==> config.mk <==
export PLATFORM = sky130hd
export DESIGN_NAME = mcr_sequencer
export DESIGN_NICKNAME = d
export VERILOG_FILES = /design/src/hdl/mcr_pkg.sv /design/src/hdl/mcr_sequencer.sv
export SDC_FILE = /design/constraint.sdc
export NUM_CORES = 1
export LEC_CHECK = 0
export ABC_AREA = 1
export BUFFER_PORTS_ARGS = -buffer_cell sky130_fd_sc_hd__buf_2
export CORE_MARGIN = 2
export CORE_UTILIZATION = 38
export CTS_CLUSTER_DIAMETER = 40
export DETAILED_ROUTE_END_ITERATION = 8
export HOLD_SLACK_MARGIN = 0.08
export PLACE_DENSITY_LB_ADDON = 0.3
export SETUP_SLACK_MARGIN = 0.4
export SYNTH_ARGS = -nofsm -noshare
export SYNTH_HDL_FRONTEND = slang
export SYNTH_SLANG_ARGS = --single-unit
==> constraint.sdc <==
create_clock -name clk -period 2.35 [get_ports clk]
set_input_delay 0.235 -clock clk [delete_from_list [all_inputs] [get_ports clk]]
set_output_delay 0.235 -clock clk [all_outputs]
set_load 0.005 [all_outputs]
==> src/hdl/mcr_pkg.sv <==
// Shared types, protocol byte codes and the microcode control store of the card responder.
package mcr_pkg;

	// Card geometry
	localparam int unsigned SECTOR_SIZE  = 128;
	localparam int unsigned SECTOR_COUNT = 1024;
	localparam int unsigned SECTOR_SHIFT = $clog2(SECTOR_SIZE);
	localparam int unsigned MEM_AW       = 17;
	localparam int unsigned MEM_DEPTH    = 1 << MEM_AW;
	localparam int unsigned IDENT_LEN    = 4;
	localparam int unsigned SECTOR_W     = 10;

	// Host command bytes
	localparam logic [7:0] CMD_FRAME   = 8'h81;
	localparam logic [7:0] CMD_READ    = 8'h52;
	localparam logic [7:0] CMD_WRITE   = 8'h57;
	localparam logic [7:0] CMD_IDENT   = 8'h53;
	localparam logic [7:0] CMD_PING    = 8'h20;
	localparam logic [7:0] CMD_GAME_ID = 8'h21;

	// Card reply bytes
	localparam logic [7:0] REPLY_ID1   = 8'h5A;
	localparam logic [7:0] REPLY_ID2   = 8'h5D;
	localparam logic [7:0] REPLY_ACK1  = 8'h5C;
	localparam logic [7:0] REPLY_ACK2  = 8'h5D;
	localparam logic [7:0] REPLY_GOOD  = 8'h47;
	localparam logic [7:0] REPLY_BAD   = 8'h4E;
	localparam logic [7:0] REPLY_ABORT = 8'hFF;
	localparam logic [7:0] REPLY_PING  = 8'h27;
	localparam logic [7:0] REPLY_FILL  = 8'h00;

	localparam logic [7:0] FLAG_RESET      = 8'h08;
	localparam logic [7:0] FLAG_CLEAR_MASK = 8'hF7;
	localparam logic [SECTOR_W-1:0] TEST_SECTOR_RESET = 10'd63;

	// Microprogram steps, one per exchange phase
	typedef enum logic [4:0] {
		ST_IDLE, ST_CMD, ST_HDR1, ST_HDR2, ST_ADDR_MSB, ST_ADDR_LSB,
		ST_R_ACK2, ST_R_MSB, ST_R_LSB, ST_R_DATA, ST_R_CHK, ST_R_GOOD,
		ST_W_DATA, ST_W_CHK, ST_W_ACK2, ST_W_STATUS,
		ST_ID_ACK1, ST_ID_ACK2, ST_ID_DATA, ST_PING1, ST_PING2,
		ST_GID_LEN, ST_GID_DATA, ST_DONE
	} step_t;

	typedef enum logic [1:0] {
		K_NONE, K_READ, K_WRITE, K_ID
	} kind_t;

	// Reply byte sources
	typedef enum logic [3:0] {
		REP_CONST, REP_FLAG, REP_HOST, REP_MEM, REP_CHK, REP_SEC_MSB,
		REP_SEC_LSB, REP_IDENT, REP_STATUS, REP_CMD, REP_LSB
	} rep_sel_t;

	// Branch conditions
	typedef enum logic [3:0] {
		C_TRUE, C_FRAME81, C_CMD_KNOWN, C_LSB_OK, C_IS_ID, C_SEC_VALID,
		C_LAST_SECTOR, C_LAST_IDENT, C_LEN_NZ, C_GID_LAST
	} cond_t;

	// Next-step modes
	typedef enum logic [1:0] {
		J_SEQ, J_COND, J_CMD, J_LSB
	} jmode_t;

	// Reply when the condition fails
	typedef enum logic [1:0] {
		FR_KEEP, FR_ABORT, FR_RELEASE
	} fail_t;

	typedef struct packed {
		logic kind_load;
		logic prev_load;
		logic addr_load;
		logic idx_clear;
		logic idx_inc;
		logic idx_dec;
		logic idx_host;
		logic chk_mem;
		logic chk_host;
		logic mem_write;
		logic status;
	} ops_t;

	typedef struct packed {
		rep_sel_t   rep_sel;
		logic [7:0] rep_const;
		logic       drive;
		cond_t      cond;
		jmode_t     jmode;
		step_t      step_a;
		step_t      step_b;
		fail_t      fail;
		ops_t       ops;
	} ctrl_t;

	// Sequencer to datapath
	typedef struct packed {
		ctrl_t ctrl;
		logic  ok;
	} seq_out_t;

	// Datapath status used by branch conditions
	typedef struct packed {
		logic is_read;
		logic is_id;
		logic sec_valid;
		logic lsb_valid;
		logic last_sector;
		logic last_ident;
		logic gid_last;
	} dp_stat_t;

	function automatic logic [7:0] ident_byte(input logic [1:0] i);
		case (i)
			2'd0: ident_byte = 8'h04;
			2'd1: ident_byte = 8'h00;
			2'd2: ident_byte = 8'h00;
			default: ident_byte = 8'h80;
		endcase
	endfunction

	function automatic kind_t cmd_kind(input logic [7:0] h);
		case (h)
			CMD_READ:  cmd_kind = K_READ;
			CMD_WRITE: cmd_kind = K_WRITE;
			CMD_IDENT: cmd_kind = K_ID;
			default:   cmd_kind = K_NONE;
		endcase
	endfunction

	// Control store: one control word per step
	function automatic ctrl_t ucode(input step_t s);
		ctrl_t w;
		w = '0;
		w.rep_sel = REP_CONST;
		w.rep_const = REPLY_FILL;
		w.drive = 1'b1;
		w.cond = C_TRUE;
		w.jmode = J_SEQ;
		w.step_a = ST_DONE;
		w.step_b = ST_DONE;
		w.fail = FR_KEEP;
		case (s)
			ST_IDLE: begin
				w.rep_sel = REP_FLAG;
				w.cond = C_FRAME81;
				w.jmode = J_COND;
				w.step_a = ST_CMD;
				w.step_b = ST_IDLE;
				w.fail = FR_RELEASE;
			end
			ST_CMD: begin
				w.rep_sel = REP_CMD;
				w.cond = C_CMD_KNOWN;
				w.jmode = J_CMD;
				w.step_b = ST_IDLE;
				w.fail = FR_RELEASE;
				w.ops.kind_load = 1'b1;
			end
			ST_HDR1: begin
				w.rep_const = REPLY_ID2;
				w.cond = C_IS_ID;
				w.jmode = J_COND;
				w.step_a = ST_ID_ACK1;
				w.step_b = ST_HDR2;
			end
			ST_HDR2: begin
				w.step_a = ST_ADDR_MSB;
			end
			ST_ADDR_MSB: begin
				w.rep_sel = REP_HOST;
				w.step_a = ST_ADDR_LSB;
				w.ops.prev_load = 1'b1;
			end
			ST_ADDR_LSB: begin
				w.rep_sel = REP_LSB;
				w.cond = C_LSB_OK;
				w.jmode = J_LSB;
				w.step_b = ST_DONE;
				w.fail = FR_ABORT;
				w.ops.addr_load = 1'b1;
			end
			ST_R_ACK2: begin
				w.rep_const = REPLY_ACK2;
				w.step_a = ST_R_MSB;
			end
			ST_R_MSB: begin
				w.rep_sel = REP_SEC_MSB;
				w.cond = C_SEC_VALID;
				w.jmode = J_COND;
				w.step_a = ST_R_LSB;
				w.step_b = ST_DONE;
				w.fail = FR_ABORT;
			end
			ST_R_LSB: begin
				w.rep_sel = REP_SEC_LSB;
				w.step_a = ST_R_DATA;
				w.ops.idx_clear = 1'b1;
			end
			ST_R_DATA: begin
				w.rep_sel = REP_MEM;
				w.cond = C_LAST_SECTOR;
				w.jmode = J_COND;
				w.step_a = ST_R_CHK;
				w.step_b = ST_R_DATA;
				w.ops.chk_mem = 1'b1;
				w.ops.idx_inc = 1'b1;
			end
			ST_R_CHK: begin
				w.rep_sel = REP_CHK;
				w.step_a = ST_R_GOOD;
			end
			ST_R_GOOD: begin
				w.rep_const = REPLY_GOOD;
				w.step_a = ST_DONE;
			end
			ST_W_DATA: begin
				w.rep_sel = REP_HOST;
				w.cond = C_LAST_SECTOR;
				w.jmode = J_COND;
				w.step_a = ST_W_CHK;
				w.step_b = ST_W_DATA;
				w.ops.mem_write = 1'b1;
				w.ops.chk_host = 1'b1;
				w.ops.idx_inc = 1'b1;
			end
			ST_W_CHK: begin
				w.rep_const = REPLY_ACK1;
				w.step_a = ST_W_ACK2;
				w.ops.prev_load = 1'b1;
			end
			ST_W_ACK2: begin
				w.rep_const = REPLY_ACK2;
				w.step_a = ST_W_STATUS;
			end
			ST_W_STATUS: begin
				w.rep_sel = REP_STATUS;
				w.step_a = ST_DONE;
				w.ops.status = 1'b1;
			end
			ST_ID_ACK1: begin
				w.rep_const = REPLY_ACK1;
				w.step_a = ST_ID_ACK2;
			end
			ST_ID_ACK2: begin
				w.rep_const = REPLY_ACK2;
				w.step_a = ST_ID_DATA;
				w.ops.idx_clear = 1'b1;
			end
			ST_ID_DATA: begin
				w.rep_sel = REP_IDENT;
				w.cond = C_LAST_IDENT;
				w.jmode = J_COND;
				w.step_a = ST_DONE;
				w.step_b = ST_ID_DATA;
				w.ops.idx_inc = 1'b1;
			end
			ST_PING1: begin
				w.step_a = ST_PING2;
			end
			ST_PING2: begin
				w.rep_const = REPLY_PING;
				w.step_a = ST_DONE;
			end
			ST_GID_LEN: begin
				w.cond = C_LEN_NZ;
				w.jmode = J_COND;
				w.step_a = ST_GID_DATA;
				w.step_b = ST_DONE;
				w.ops.idx_host = 1'b1;
			end
			ST_GID_DATA: begin
				w.rep_sel = REP_HOST;
				w.cond = C_GID_LAST;
				w.jmode = J_COND;
				w.step_a = ST_DONE;
				w.step_b = ST_GID_DATA;
				w.ops.idx_dec = 1'b1;
			end
			default: begin
				// transaction over: release until the next frame
				w.drive = 1'b0;
				w.step_a = ST_IDLE;
			end
		endcase
		ucode = w;
	endfunction

endpackage

==> src/hdl/mcr_sequencer.sv <==
// Microcode sequencer: step counter, control store lookup, branch conditions and dispatch.
module mcr_sequencer (
	input  logic               clk,
	input  logic               arst_n,
	input  logic               adv,
	input  logic               frame_start,
	input  logic [7:0]         host_byte,
	input  mcr_pkg::dp_stat_t  stat,
	output mcr_pkg::seq_out_t  seq
);

	mcr_pkg::step_t step_q;
	mcr_pkg::step_t step;
	mcr_pkg::step_t step_nxt;
	mcr_pkg::step_t cmd_target;
	mcr_pkg::ctrl_t ctrl;
	logic           cmd_known;
	logic           ok;

	// Restart the frame on a frame start beat
	assign step = frame_start ? mcr_pkg::ST_IDLE : step_q;
	assign ctrl = mcr_pkg::ucode(step);

	// Decode the command byte into its first step
	always_comb begin
		cmd_known = 1'b1;
		case (host_byte)
			mcr_pkg::CMD_READ, mcr_pkg::CMD_WRITE, mcr_pkg::CMD_IDENT:
				cmd_target = mcr_pkg::ST_HDR1;
			mcr_pkg::CMD_PING:
				cmd_target = mcr_pkg::ST_PING1;
			mcr_pkg::CMD_GAME_ID:
				cmd_target = mcr_pkg::ST_GID_LEN;
			default: begin
				cmd_target = mcr_pkg::ST_IDLE;
				cmd_known = 1'b0;
			end
		endcase
	end

	// Evaluate the branch condition of this step
	always_comb begin
		case (ctrl.cond)
			mcr_pkg::C_TRUE:        ok = 1'b1;
			mcr_pkg::C_FRAME81:     ok = frame_start && (host_byte == mcr_pkg::CMD_FRAME);
			mcr_pkg::C_CMD_KNOWN:   ok = cmd_known;
			mcr_pkg::C_LSB_OK:      ok = stat.is_read || stat.lsb_valid;
			mcr_pkg::C_IS_ID:       ok = stat.is_id;
			mcr_pkg::C_SEC_VALID:   ok = stat.sec_valid;
			mcr_pkg::C_LAST_SECTOR: ok = stat.last_sector;
			mcr_pkg::C_LAST_IDENT:  ok = stat.last_ident;
			mcr_pkg::C_LEN_NZ:      ok = (host_byte != 8'd0);
			mcr_pkg::C_GID_LAST:    ok = stat.gid_last;
			default:                ok = 1'b0;
		endcase
	end

	// Pick the next step
	always_comb begin
		case (ctrl.jmode)
			mcr_pkg::J_SEQ:  step_nxt = ctrl.step_a;
			mcr_pkg::J_COND: step_nxt = ok ? ctrl.step_a : ctrl.step_b;
			mcr_pkg::J_CMD:  step_nxt = ok ? cmd_target : ctrl.step_b;
			mcr_pkg::J_LSB:  step_nxt = !ok ? ctrl.step_b :
				(stat.is_read ? mcr_pkg::ST_R_ACK2 : mcr_pkg::ST_W_DATA);
			default:         step_nxt = mcr_pkg::ST_IDLE;
		endcase
	end

	// Advance the step counter once per executed exchange beat
	always_ff @(posedge clk or negedge arst_n) begin
		if (!arst_n) begin
			step_q <= mcr_pkg::ST_IDLE;
		end else if (adv) begin
			step_q <= step_nxt;
		end
	end

	assign seq.ctrl = ctrl;
	assign seq.ok = ok;

endmodule

; ---- Word level (Yosys, flattened, before mapping)
; Cells that the tools add are included.
[word_totals]
register_bits = 5
latchBits = 0
ram_bits = 0
mem_bits_ro = 0
in_bits = 19
output_inout_bits = 43
mem_count = 0
[classes]
add_sub_neg = 0
multipliers = 0
n_div = 0
n_lt_le_gt_ge = 0
eq_ne = 40
shift = 0
muxes = 26
bitwise = 0
reduce_logical = 19
[ops]
columns = cell, count
row1 = case mux 5 bit (17 select lines), 1
row2 = case mux 6 bit (9 select lines), 1
row3 = "== test 5 x 4 -> 1 bit, second input constant", 8
row4 = case mux 4 bit (10 select lines), 1
row5 = "== test 5 bit, second input constant", 7
row6 = case mux 5 bit (6 select lines), 1
row7 = case mux 7 bit (4 select lines), 1
row8 = "== test 8 x 7 -> 1 bit, second input constant", 3
row9 = OR reduction 23 bit, 1
row10 = "== test 5 x 3 -> 1 bit, second input constant", 4
row11 = 2-to-1 mux 5 bit, 4
row12 = case mux 5 bit (4 select lines), 1
row13 = "== test 4 x 3 -> 1 bit, second input constant", 4
row14 = "== test 8 x 6 -> 1 bit, second input constant", 2
row15 = case mux 5 bit (3 select lines), 1
row16 = OR reduction 2 bit, 6
row17 = 2-to-1 mux 1 bit, 11
row18 = "== test 5 x 2 -> 1 bit, second input constant", 2
row19 = case mux 1 bit (10 select lines), 1
row20 = OR reduction 3 bit, 3
row21 = "== test 4 x 2 -> 1 bit, second input constant", 2
row22 = "== test 4 bit, second input constant", 2
row23 = "== test 8 bit, second input constant", 1
row24 = nonzero test 8 bit, 1
row25 = 15 further kinds, 16

; ---- Depth between registers and ports, before layout
[depth]
depth_word = 8
mapped_depth = 16
ltp_nobuf = 16

; ---- Worst setup path after synthesis
; No wires, ideal clock.
[synth_path]
kind = reg2reg
from = reg step_q[4]
to = reg step_q[1]
setup_time_ps = 116
arrival_ps = 1680
required_time_ps = 2234
slack_ps = 554
path_stages_with_launch = 15
path_buffers = 0
cell_sequence = dfrtp_1 > inv_2 > nand2_1 > nor2_1 > nand2_2 > nand3_2 > nor2_2 > a21boi_1 > nand2_2 > nand2_1 > nand2_1 > nand2_1 > nand3_1 > nand2_1 > nand2_1
[synth_via]
elab_chain_cells = 8
elab_cells_between_ends = 49
classes_between = eq/ne (34) / mux (9) / reduce/logical (6)
[synth_rtl]
columns = item, line_no
row1 = start: declaration, mcr_sequencer.sv:12  ; mcr_pkg::step_t step_q;
row2 = start signal: assignment, mcr_sequencer.sv:73  ; step_q <= mcr_pkg::ST_IDLE;
row3 = start signal: assignment, mcr_sequencer.sv:75  ; step_q <= step_nxt;
row4 = 2-to-1 mux 5 bit (*), mcr_sequencer.sv:21  ; assign step = frame_start ? mcr_pkg::ST_IDLE : step_q;
row5 = == test 5 x 4 -> 1 bit, mcr_pkg.sv:144  ; case (s)
row6 = OR reduction 2 bit (no line), n/a
row7 = case mux 6 bit (9 select lines) (*), mcr_pkg.sv:144
row8 = "== test 4 bit, or another cell as far along", mcr_sequencer.sv:43  ; case (ctrl.cond)
row9 = case mux 1 bit (10 select lines) (*), mcr_sequencer.sv:43
row10 = net ok, mcr_sequencer.sv:18  ; logic ok;
row11 = "2-to-1 mux 5 bit, on equally long branches", "mcr_sequencer.sv:64, mcr_sequencer.sv:62, mcr_sequencer.sv:63"
row12 = case mux 5 bit (4 select lines) (*), mcr_sequencer.sv:60  ; case (ctrl.jmode)
; The timed path passes the listed nets; every way through them passes the cells marked *.
; A chain may end at the register's enable or synchronous reset.

==> impl_metrics.py <==
metrics = {
    "placed_design": {
        "dp_cells": 372,
        "dp.final_hpwl_mm": 4.05,
        "post-place-ws_ns": 0.00679,
        "routabilityCongestion": 1.04,
        "portBuffers": 60,
        "postPlaceCellArea_um2": 1710,
    },
    "setup_path": {
        "worstSetupPathType": "reg -> out",
        "critical-path-slowest-cell": "dfrtp_2",
        "rrSetupSlack_ns": 0.26,
        "path_common_cell": "nand2_4",
        "worstPathArrival_ns": 1.92,
        "endpoint": "seq[30]",
        "r2r-start": "step_q[0]",
        "critPathMaxStageDelay_ns": 0.47,
        "r2r_cells": 14,
        "cp-end-kind": "output port",
        "worstPathCellList": "nand2_4 -> nor2_4 -> nand2_4 -> buf_6 -> nand2_4 -> nor3_4 -> inv_2 -> nor2_4 -> nand4_1 -> buf_2",
        "cp-startpoint": "step_q[0]",
        "required_ns": 2.12,
        "crit_fanout": 7,
        "worst_r2r_endpoint": "step_q[2]",
        "startpoint_type": "register",
    },
    "yosys": {
        "synthArstFlopShare": 1.00,
        "netlist.top_cell.by_area": "nand2_1",
        "yosysTopAreaCellShare": 0.230,
        "synth_seq_area_share": 0.0935,
        "netlist_instances": 264,
        "ys_types": 28,
        "synthFlopType": "dfrtp_1",
        "synth_area_um2": 1340,
        "yosys_warnings": 0,
        "synthTopCellsByCount": "82 x nand2_1, 42 x inv_1, 35 x nor2_1",
        "ys_ff_latch": 5,
        "syn_avg_cell_area_um2": 5.07,
        "synth_area_leaders": "nand2_1 23%, inv_1 12%, nand3_1 12%",
        "synth_nets": 283,
        "synth_most_common_cell": "nand2_1",
        "synth-edff-count": 0,
    },
    "finish": {
        "final_core_util": 0.717,
        "nNetsFinal": 391,
        "fin_cells": 417,
        "final_layout_size_suffix_gt1_frac": 0.523,
        "top_register": "step_q",
        "fillers": 294,
        "largest_reg_flops": 5,
        "antenna_cells": 0,
        "reg_top3": "step_q x5",
        "area_growth_pct": 80.3,
        "fin_area_um2": 2410,
    },
    "sta": {
        "fin_crit_sh": 0.917,
        "holdWs_ns": 0.267,
        "maxSlewViolCount": 0,
        "fmax_ghz": 0.464,
        "skew_ns": 0.00224,
        "setup_ws_ns": 0.196,
        "hold_violations": 0,
        "setup_viol": 0,
        "rsz0062_at_grt": "yes",
        "min_period_ns": 2.15,
    },
    "global_route": {
        "antenna_found_initial": 0,
        "grt_pass1_vias": 2124,
        "grt_usage": 0.300,
        "grt_overflow": 0,
        "grt_start_max_net_pins": 11,
        "grt_pass1_wl_mm": 9.67,
    },
    "drt": {
        "drc": 0,
        "routed_wl_mm": 6.29,
        "firstDrtPassIters": 4,
        "avgRoutedWirePerCell_um": 15.1,
        "final_antenna_net_count": 0,
        "vias": 2218,
        "vias_per_cell": 5.32,
        "drtIter0Drc": 201,
    },
    "floorplan": {
        "core_area_um2": 3360,
        "initial_utilization": 0.398,
        "rows": 21,
        "die_w_um": 63.3,
        "die_area_um2": 4010,
        "num_io_pins": 62,
        "fp.dieH_um": 63.3,
    },
    "clock_tree": {
        "path_clk_slew_ns": 0.04,
        "cts_root_buf": "clkbuf_4",
        "numClockSinks": 5,
        "clk_path_buf_depth": 2,
        "clk_latency_ns": 0.24,
        "cts_buffers": 3,
        "cts_tree": "done",
        "cts_max_level": 1,
    },
    "outcome": {
        "outcome": "finished clean",
    },
    "power_and_ir_drop": {
        "ir_drop_v": 0.000755,
        "p_per_area_nw_per_um2": 1010,
        "leakage_nw": 1.54,
    },
    "job": {
        "drv_cap": 0,
    },
    "min_path": {
        "worstHoldPathType": "in -> reg",
        "whs_path_depth": 3,
    },
}
stage by stage:
step,setup TNS [ns],total power [mW]
after global routing,0,2.61
after CTS,0,2.16
after detailed placement,0,1.58
after floorplan,0,1.11
after global placement,-0.0407,1.59
final,0,2.44
worst min path at each step:
stage                 from         to  slack [ns]
floorplan           arst_n  step_q[0]       -0.06
global placement    arst_n  step_q[1]        0.06
detailed placement  arst_n  step_q[1]        0.05
CTS                    adv  step_q[3]        0.27
global route           adv  step_q[3]        0.28
finish                 adv  step_q[3]        0.27
timing repair:
item,CTS,global route
hold buffers,1,0
hold endpoints to repair,5,0
pin swaps,23,15
setup endpoints to repair,28,28
gates resized for setup,62,33
buffers inserted,30,10
worst max-delay path, delay by kind of cell, from the launching register on:
family,cells,cell delay (ns)
and+or+nand+nor,7,0.82
DFF,1,0.47
buffers and inverters,3,0.38
per-layer routing:
metal,routed length (um),share of wire,track usage,vias up
li1,-,-,-,1050
met1,2400,0.38,0.368,986
met2,3030,0.48,0.501,147
met3,595,0.095,0.0429,35
met4,265,0.042,0.168,0
met5,0,0,0,-
placed cells by master (no fill, tap or decap), drive strengths merged, types with 3 or more instances in the layout:
master | synthesis | routed
buf | 4 | 106
nand2 | 95 | 95
inv | 45 | 45
nor2 | 45 | 45
nand3 | 34 | 34
nand4 | 7 | 7
a21oi | 7 | 7
nor3 | 6 | 6
dfrtp | 5 | 5
o21ai | 5 | 5
clkbuf | 0 | 4
a31oi | 3 | 3
cell type report:
cell class,count,area [um2],area share
multi-input cells,210,1340,0.554
repair buffers,107,688,0.285
inverters,45,174,0.0721
flip-flops and latches,5,130,0.0540
well taps,46,57.6,0.0239
clock buffers,4,26.3,0.0109
kinds of logic after synthesis:
| logic type | count (synthesis) | share of synthesized area |
|---|---|---|
| AOI/OAI and AO/OA | 18 | 0.0786 |
| buffers and inverters | 49 | 0.149 |
| DFF | 5 | 0.0935 |
| other | 1 | 0.00280 |
| and+or+nand+nor | 191 | 0.676 |
power by group:
part / switching [mW] / internal (mW)
Combinational: 1.23 / 0.892
Clock: 0.0355 / 0.0642
Sequential: 0.0822 / 0.132
Power figures use the tool's default switching activity.
